File: src/hw/rtl/bns_pkg.sv
`default_nettype none
// ----------------------------------------------------------------------------
// bns_pkg
// Shared types and constants of the nearest-neighbor bitmap scaler.
// ----------------------------------------------------------------------------
package bns_pkg;

    localparam int ADDR_W      = 7;
    localparam int MEM_DEPTH   = 128;
    localparam int DIM_W       = 7;
    localparam int TIDX_W      = 6;
    localparam int COORD_W     = 16;
    localparam int MASK_W      = 64;
    localparam int IN_TDATA_W  = 56;
    localparam int OUT_TDATA_W = 96;

    typedef logic [ADDR_W-1:0]  addr_t;
    typedef logic [DIM_W-1:0]   dim_t;
    typedef logic [TIDX_W-1:0]  tidx_t;
    typedef logic [COORD_W-1:0] coord_t;
    typedef logic [MASK_W-1:0]  mask_t;

    localparam dim_t MAX_TARGET = 7'd64;

    // Item kinds carried in s_tuser
    localparam logic OPC_LOAD = 1'b0;
    localparam logic OPC_DRAW = 1'b1;

    typedef struct packed {
        logic done;
        dim_t quotient;
        dim_t remainder;
    } div_status_t;

endpackage
`default_nettype wire

File: src/hw/rtl/bns_div.sv
`default_nettype none
// ----------------------------------------------------------------------------
// bns_div
// Restoring divider, one quotient bit per cycle, for the sampling step.
// ----------------------------------------------------------------------------
module bns_div (
    input  wire logic                 aclk,
    input  wire logic                 aresetn,
    input  wire logic                 start,
    input  wire bns_pkg::dim_t        dividend,
    input  wire bns_pkg::dim_t        divisor,
    output bns_pkg::div_status_t      status
);

    logic                 busy_reg, busy_next;
    logic                 done_reg, done_next;
    logic [2:0]           cnt_reg, cnt_next;
    bns_pkg::dim_t        rem_reg, rem_next;
    bns_pkg::dim_t        quo_reg, quo_next;
    bns_pkg::dim_t        dvd_reg, dvd_next;
    bns_pkg::dim_t        dsr_reg, dsr_next;
    logic [bns_pkg::DIM_W:0] trial;

    always_comb begin
        busy_next = busy_reg;
        done_next = 1'b0;
        cnt_next  = cnt_reg;
        rem_next  = rem_reg;
        quo_next  = quo_reg;
        dvd_next  = dvd_reg;
        dsr_next  = dsr_reg;
        trial     = {rem_reg, dvd_reg[bns_pkg::DIM_W-1]};
        if (start) begin
            busy_next = 1'b1;
            cnt_next  = 3'd0;
            rem_next  = '0;
            quo_next  = '0;
            dvd_next  = dividend;
            dsr_next  = divisor;
        end else if (busy_reg) begin
            // remainder stays below the divisor, so it fits back in DIM_W bits
            if (trial >= {1'b0, dsr_reg}) begin
                rem_next = bns_pkg::dim_t'(trial - {1'b0, dsr_reg});
                quo_next = {quo_reg[bns_pkg::DIM_W-2:0], 1'b1};
            end else begin
                rem_next = trial[bns_pkg::DIM_W-1:0];
                quo_next = {quo_reg[bns_pkg::DIM_W-2:0], 1'b0};
            end
            dvd_next = {dvd_reg[bns_pkg::DIM_W-2:0], 1'b0};
            cnt_next = cnt_reg + 3'd1;
            if (cnt_reg == 3'(bns_pkg::DIM_W - 1)) begin
                busy_next = 1'b0;
                done_next = 1'b1;
            end
        end
    end

    always_ff @(posedge aclk) begin
        if (!aresetn) begin
            busy_reg <= 1'b0;
            done_reg <= 1'b0;
        end else begin
            busy_reg <= busy_next;
            done_reg <= done_next;
        end
    end

    always_ff @(posedge aclk) begin
        cnt_reg <= cnt_next;
        rem_reg <= rem_next;
        quo_reg <= quo_next;
        dvd_reg <= dvd_next;
        dsr_reg <= dsr_next;
    end

    assign status.done      = done_reg;
    assign status.quotient  = quo_reg;
    assign status.remainder = rem_reg;

endmodule
`default_nettype wire

File: src/hw/rtl/bitmap_nearest_scaler.sv
`default_nettype none
// ----------------------------------------------------------------------------
// bitmap_nearest_scaler
// Nearest-neighbor scaling of a square 1 bpp icon held in a 128-byte memory.
// ----------------------------------------------------------------------------
// Channel  Dir  Handshake            Content
// s_       in   s_tvalid/s_tready    one load or draw item, kind in s_tuser
// m_       out  m_tvalid/m_tready    one scaled row per transaction, m_tlast
//
// A load item, or a draw of size zero, completes in its accept cycle. A draw
// of target size T is accepted, waits on the step divider, then per row runs
// one setup state, T pixel reads on the single read port, one flush state and
// one output state that holds until m_tready.
// Reset is synchronous (aresetn low); the icon memory is not cleared.
// s_tready is low during a draw; a stalled row holds m_tdata until taken.
// ----------------------------------------------------------------------------
module bitmap_nearest_scaler #(
    parameter int ICON_SIZE = 32
) (
    input  wire logic                                aclk,
    input  wire logic                                aresetn,
    input  wire logic                                s_tvalid,
    output logic                                     s_tready,
    // load_address[6:0], load_byte[14:7], origin_x[30:15], origin_y[46:31],
    // target_size[53:47], zero fill [55:54]
    input  wire logic [bns_pkg::IN_TDATA_W-1:0]      s_tdata,
    // opcode[0]
    input  wire logic                                s_tuser,
    output logic                                     m_tvalid,
    input  wire logic                                m_tready,
    // row_y[15:0], row_x[31:16], row_mask[95:32]
    output logic [bns_pkg::OUT_TDATA_W-1:0]          m_tdata,
    output logic                                     m_tlast
);

    localparam int ROW_BYTES = (ICON_SIZE + 7) / 8;
    localparam int SRC_W     = $clog2(ICON_SIZE + 1);
    localparam int RAW_W     = $clog2(ICON_SIZE * ROW_BYTES) + 1;
    localparam int SUM_W     = (RAW_W > bns_pkg::ADDR_W) ? RAW_W : bns_pkg::ADDR_W;
    localparam bns_pkg::dim_t ICON_DIM = bns_pkg::dim_t'(ICON_SIZE);

    typedef enum logic [5:0] {
        ST_IDLE  = 6'b000001,
        ST_DIV   = 6'b000010,
        ST_ROW   = 6'b000100,
        ST_PIX   = 6'b001000,
        ST_FLUSH = 6'b010000,
        ST_OUT   = 6'b100000
    } state_t;

    state_t state_reg, state_next;

    // input fields
    logic                  in_opc;
    bns_pkg::addr_t        in_addr;
    logic [7:0]            in_byte;
    bns_pkg::coord_t       in_ox, in_oy;
    bns_pkg::dim_t         in_size, in_size_clamped;

    assign in_opc  = s_tuser;
    assign in_addr = s_tdata[6:0];
    assign in_byte = s_tdata[14:7];
    assign in_ox   = s_tdata[30:15];
    assign in_oy   = s_tdata[46:31];
    assign in_size = s_tdata[53:47];
    assign in_size_clamped = (in_size > bns_pkg::MAX_TARGET) ? bns_pkg::MAX_TARGET : in_size;

    logic s_fire;
    assign s_tready = (state_reg == ST_IDLE);
    assign s_fire   = s_tvalid && s_tready;

    // draw context
    bns_pkg::coord_t       ox_reg, ox_next;
    bns_pkg::coord_t       oy_reg, oy_next;
    bns_pkg::dim_t         tsize_reg, tsize_next;
    bns_pkg::dim_t         q_reg, q_next;
    bns_pkg::dim_t         r_reg, r_next;
    bns_pkg::tidx_t        ty_reg, ty_next;
    logic [SRC_W-1:0]      sy_reg, sy_next;
    bns_pkg::dim_t         accy_reg, accy_next;
    logic [SUM_W-1:0]      rbase_reg, rbase_next;
    bns_pkg::tidx_t        tx_reg, tx_next;
    logic [SRC_W-1:0]      sx_reg, sx_next;
    bns_pkg::dim_t         accx_reg, accx_next;
    bns_pkg::mask_t        mask_reg, mask_next;

    // read pipeline
    logic                  rd_vld_reg, rd_vld_next;
    bns_pkg::tidx_t        rd_tx_reg;
    logic [2:0]            rd_sel_reg;
    logic [7:0]            rdata_reg;

    // divider
    logic                  div_start;
    bns_pkg::div_status_t  div_status;

    bns_div u_div (
        .aclk     (aclk),
        .aresetn  (aresetn),
        .start    (div_start),
        .dividend (ICON_DIM),
        .divisor  (in_size_clamped),
        .status   (div_status)
    );

    // icon memory
    logic [7:0]            icon_mem [bns_pkg::MEM_DEPTH];
    logic                  mem_we;
    logic                  mem_re;
    bns_pkg::addr_t        rd_addr;
    logic [SUM_W-1:0]      addr_sum;

    assign mem_we   = s_fire && (in_opc == bns_pkg::OPC_LOAD);
    assign mem_re   = (state_reg == ST_PIX);
    assign addr_sum = rbase_reg + SUM_W'(sx_reg >> 3);
    assign rd_addr  = addr_sum[bns_pkg::ADDR_W-1:0];

    always_ff @(posedge aclk) begin
        if (mem_we) begin
            icon_mem[in_addr] <= in_byte;
        end
        if (mem_re) begin
            rdata_reg <= icon_mem[rd_addr];
        end
    end

    // step helpers: advance a source coordinate by q + r / T per target step
    bns_pkg::dim_t accx_sum, accy_sum;
    logic          last_tx, last_ty;

    assign accx_sum = accx_reg + r_reg;
    assign accy_sum = accy_reg + r_reg;
    assign last_tx  = ({1'b0, tx_reg} == (tsize_reg - 7'd1));
    assign last_ty  = ({1'b0, ty_reg} == (tsize_reg - 7'd1));

    always_comb begin
        state_next  = state_reg;
        ox_next     = ox_reg;
        oy_next     = oy_reg;
        tsize_next  = tsize_reg;
        q_next      = q_reg;
        r_next      = r_reg;
        ty_next     = ty_reg;
        sy_next     = sy_reg;
        accy_next   = accy_reg;
        rbase_next  = rbase_reg;
        tx_next     = tx_reg;
        sx_next     = sx_reg;
        accx_next   = accx_reg;
        mask_next   = mask_reg;
        rd_vld_next = 1'b0;
        div_start   = 1'b0;

        // merge the registered pixel read in the cycle after its address
        if (rd_vld_reg && rdata_reg[3'd7 - rd_sel_reg]) begin
            mask_next[rd_tx_reg] = 1'b1;
        end

        case (state_reg)
            ST_IDLE: begin
                if (s_fire && (in_opc == bns_pkg::OPC_DRAW) && (in_size_clamped != '0)) begin
                    ox_next    = in_ox;
                    oy_next    = in_oy;
                    tsize_next = in_size_clamped;
                    div_start  = 1'b1;
                    state_next = ST_DIV;
                end
            end
            ST_DIV: begin
                if (div_status.done) begin
                    q_next     = div_status.quotient;
                    r_next     = div_status.remainder;
                    ty_next    = '0;
                    sy_next    = '0;
                    accy_next  = '0;
                    state_next = ST_ROW;
                end
            end
            ST_ROW: begin
                rbase_next = SUM_W'(SUM_W'(sy_reg) * SUM_W'(ROW_BYTES));
                tx_next    = '0;
                sx_next    = '0;
                accx_next  = '0;
                mask_next  = '0;
                state_next = ST_PIX;
            end
            ST_PIX: begin
                rd_vld_next = 1'b1;
                tx_next     = tx_reg + 6'd1;
                if (accx_sum >= tsize_reg) begin
                    accx_next = accx_sum - tsize_reg;
                    sx_next   = sx_reg + SRC_W'(q_reg) + SRC_W'(1);
                end else begin
                    accx_next = accx_sum;
                    sx_next   = sx_reg + SRC_W'(q_reg);
                end
                if (last_tx) begin
                    state_next = ST_FLUSH;
                end
            end
            ST_FLUSH: begin
                state_next = ST_OUT;
            end
            ST_OUT: begin
                if (m_tready) begin
                    if (last_ty) begin
                        state_next = ST_IDLE;
                    end else begin
                        ty_next = ty_reg + 6'd1;
                        if (accy_sum >= tsize_reg) begin
                            accy_next = accy_sum - tsize_reg;
                            sy_next   = sy_reg + SRC_W'(q_reg) + SRC_W'(1);
                        end else begin
                            accy_next = accy_sum;
                            sy_next   = sy_reg + SRC_W'(q_reg);
                        end
                        state_next = ST_ROW;
                    end
                end
            end
            default: begin
                state_next = ST_IDLE;
            end
        endcase
    end

    always_ff @(posedge aclk) begin
        if (!aresetn) begin
            state_reg  <= ST_IDLE;
            rd_vld_reg <= 1'b0;
        end else begin
            state_reg  <= state_next;
            rd_vld_reg <= rd_vld_next;
        end
    end

    always_ff @(posedge aclk) begin
        ox_reg     <= ox_next;
        oy_reg     <= oy_next;
        tsize_reg  <= tsize_next;
        q_reg      <= q_next;
        r_reg      <= r_next;
        ty_reg     <= ty_next;
        sy_reg     <= sy_next;
        accy_reg   <= accy_next;
        rbase_reg  <= rbase_next;
        tx_reg     <= tx_next;
        sx_reg     <= sx_next;
        accx_reg   <= accx_next;
        mask_reg   <= mask_next;
        rd_tx_reg  <= tx_reg;
        rd_sel_reg <= sx_reg[2:0];
    end

    assign m_tvalid = (state_reg == ST_OUT);
    assign m_tlast  = last_ty;
    assign m_tdata  = {mask_reg, ox_reg, bns_pkg::coord_t'(oy_reg + {10'b0, ty_reg})};

endmodule
`default_nettype wire

File: config.mk
export PLATFORM = sky130hd
export DESIGN_NAME = bitmap_nearest_scaler
export DESIGN_NICKNAME = d
export VERILOG_FILES = /design/src/hw/rtl/bns_pkg.sv /design/src/hw/rtl/bns_div.sv /design/src/hw/rtl/bitmap_nearest_scaler.sv
export SDC_FILE = /design/constraint.sdc
export NUM_CORES = 1
export LEC_CHECK = 0
export BUFFER_PORTS_ARGS = -buffer_cell sky130_fd_sc_hd__buf_2
export CAP_MARGIN = 20
export CORE_UTILIZATION = 35
export CTS_CLUSTER_DIAMETER = 120
export DETAILED_ROUTE_END_ITERATION = 12
export GPL_TIMING_DRIVEN = 1
export HOLD_SLACK_MARGIN = 0.06
export PLACE_DENSITY_LB_ADDON = 0.1
export SETUP_SLACK_MARGIN = 0.05
export SLEW_MARGIN = 20
export SYNTH_ARGS = -nofsm -noshare
export SYNTH_HDL_FRONTEND = slang
export SYNTH_SLANG_ARGS = --single-unit
File: constraint.sdc
create_clock -name aclk -period 3.81 [get_ports aclk]
set_input_delay 0 -clock aclk [delete_from_list [all_inputs] [get_ports aclk]]
set_output_delay 0 -clock aclk [all_outputs]
set_load 0.02 [all_outputs]
==> summary.md <==
| Metric | Value |
|---|---|
| Non-filler cells, final | 5250 |
| Crit-path cells | nor3_1 -> nor4b_4 -> nand2_1 -> nor3b_2 -> nand3_2 -> dlygate4sd3_1 -> nor2_1 -> buf_4 |
| Post-synth EDFFs | 1126 |
| Register area share after synthesis | 73.0% |
| Worst Hold Class | in2reg |
| Grt ovf | 0 |
| Status | completed |
| Power density over cell area | 495 nW/um^2 |
| Yosys top cell by area | edfxtp_1 |
| Peak supply drop | 0.357 mV |
| Layout Skew | 34.3 ps |
| CP Data Required Time | 4300 ps |
| Fin crit period | 3480 ps |
| ANT cells | 0 |
| Tightest Pin Transition | 1100 ps |
| Slowest CP cell | dlygate4sd3_1 |
| Pins Over Slew Limit | 0 |
| Share of cells above drive strength 1 | 24.5% |
| Initial antenna violation count | 3 |
| Async S/R FF share, synth | 0% |
| Drc violations | 0 |
| Most common cell after layout, fill and taps aside | edfxtp_1 |
| WL/cell | 24.3 microns |
| CTS Buf Count | 139 |
| Clock latency at the later pin of the worst-skew pair | 780 ps |
| Post-synthesis register bit count | 1226 |
| Drt pass-1 iters | 5 |
| Core area | 139000 sq um |
| Yosys cell types | 59 |
| Number of flip-flops under the largest register name | 1024 |
| GP Congestion | 0.808 |
| DR iter-0 viols | 2014 |
| Routed Antenna Nets | 0 |
| YS warnings | 0 |
| Arr. time, crit path | 3970 ps |
| Most frequent cells in the layout | edfxtp_1 (1126), nor2_1 (265), mux4_2 (258) |
| PortBufs | 157 |
| WP buf/inv | 2 |
| CP top delay family | simple AND/OR/NAND/NOR gates |
| Relative slew slack | 26.5% |
| Largest cells by area after synthesis | edfxtp_1 (69%), mux4_2 (12%), dfxtp_1 (4.1%) |
| Root Buffer | clkbuf_16 |
| Row count | 137 |
| Post-synthesis instance total | 2811 |
| Clock Tree Buf Depth | 3 |
| Post-synthesis instance area | 49100 sq um |
| Crit. End Element | flop |
| Global-route wire length before repair | 188 mm |
| Crit Path Max Fanout | 10 |
| # Post-CTS Setup Buffers | 0 |
| Setup TNS Final | 0 ps |
| Share of the synthesized area in the top cell type | 68.9% |
| Final worst-path cycle share | 91.5% |
| Total track usage | 18.2% |
| Most used DFF post-synth | edfxtp_1 |
| CTS Sinks | 1226 |
| Syn Nets | 2937 |
| Setup CP Type | reg2reg |
| Pin count of the biggest net entering global routing | 87 |
| Post-Place Cells | 4902 |
| Max-Cap Viols | 0 |
| Avg Cell Area, Syn | 17.5 sq um |
| Vias in the first global route | 27977 |
| Die Area | 142000 sq um |
| Die H | 376 microns |
| Detail Placement HPWL | 79.8 mm |
| Final hold violations | 0 |
| Vias/cell | 5.09 |
| CTS tree | built |
| FILL cells | 12368 |
| Setup-failing EPs final | 0 |
| Maximum level of the CTS H-tree | 4 |
| Startpoint types | flop |
| Via count | 26735 |
| Layout area overhead | 20.1% |
| Final #Nets | 3391 |
| Fmax | 287 MHz |
| Initial core utilization | 35.2% |
| Final wirelength | 127 mm |
| Ports | 160 |
| CP peak stage delay | 700 ps |
| CTS clk-pin slew, worst paths | 60 ps |
| LEAKAGE | 20.2 nW |
| Die width | 376 microns |
| RSZ-0062 raised after global routing | no |
synthesized netlist by cell type, types with 3 or more instances:
library cell / number
a211oi_1: 6
a21boi_0: 4
a21o_1: 10
a21oi_1: 99
a32oi_1: 32
and2_1: 8
and3_1: 4
buf_1: 17
buf_2: 44
clkbuf_1: 70
dfxtp_1: 100
edfxtp_1: 1126
fa_1: 8
ha_1: 57
inv_1: 53
mux2i_1: 51
mux4_2: 258
nand2_1: 239
nand2b_1: 7
nand3_1: 89
nand4_1: 52
nor2_1: 267
nor2b_1: 24
nor3_1: 16
nor3b_1: 9
nor4_1: 4
o21a_1: 8
o21ai_0: 26
o21bai_1: 4
o22ai_1: 3
o31a_1: 3
or3_1: 6
xnor2_1: 46
xor2_1: 26
stage by stage:
| step | area [sq um] | power, mW | worst slack [ps] | util (%) | hold WS [ps] |
|---|---|---|---|---|---|
| finish | 58900 | 29.2 | 326 | 42.3 | 127 |
| global route | 58900 | 30.1 | 102 | 42.3 | 122 |
| CTS | 58900 | 29.6 | 99.1 | 42.3 | 65.4 |
| detailed placement | 53400 | 16.0 | 355 | 38.3 | 178 |
| global placement | 53400 | 16.0 | 336 | 38.3 | 177 |
| floorplan | 49100 | 15.6 | 717 | - | 98.9 |
final timing paths:
path | start | to | slack, ps | cells after the start
worst min-delay path | s_tdata[50] | tsize_reg[3] | 130 | 3
worst max register to register | state_reg[2] | icon_mem[7][7] | 330 | 8
worst min register to register | sx_reg[0] | rd_sel_reg[0] | 430 | 0
worst max-delay path | state_reg[2] | icon_mem[7][7] | 330 | 8
layer usage:
layer	global-route usage (%)	part of all wire, %	up-vias
li1	-	-	11937
met5	0	0	-
met2	30.3	49	654
met3	3.22	5.0	192
met4	6.25	2.7	0
met1	24.0	43	13952
what timing repair did:
action / in CTS / in global routing
endpoints found under the hold margin: 602 / 0
gates resized for setup: 0 / 3
setup endpoints to repair: 0 / 6
hold buffers: 98 / 0
where the power goes:
group          internal, mW  switching (mW)  leakage (nW)
Clock                  7.90            5.46          2.22
Sequential             14.8          0.0789          10.9
Combinational         0.361           0.612          7.02
tightest hold or removal path: cells and delay by family:
family	cells	cell delay, ps
buffers and inverters	2	630
AND/OR/NAND/NOR	1	140
cell type report:
cell class                      count  area (sq um)  area share, %
Multi-Input combinational cell   1399         12600           21.3
Clock inverter                     82           863           1.46
Timing Repair Buffer              444          3430           5.82
Clock buffer                      168          3700           6.28
Tap cell                         1876          2350           3.98
Sequential cell                  1226         35800           60.8
Inverter                           55           206          0.350
logic make-up after synthesis:
kind of cell / synth area share (%)
flip-flops: 73.0
buffers and inverters: 1.54
XOR/XNOR: 1.33
AND/OR/NAND/NOR: 6.73
adder cells (fa/ha/maj): 1.78
multiplexers: 12.9
AO/OA/AOI/OAI: 2.70
(Power assumes the default switching activity.)
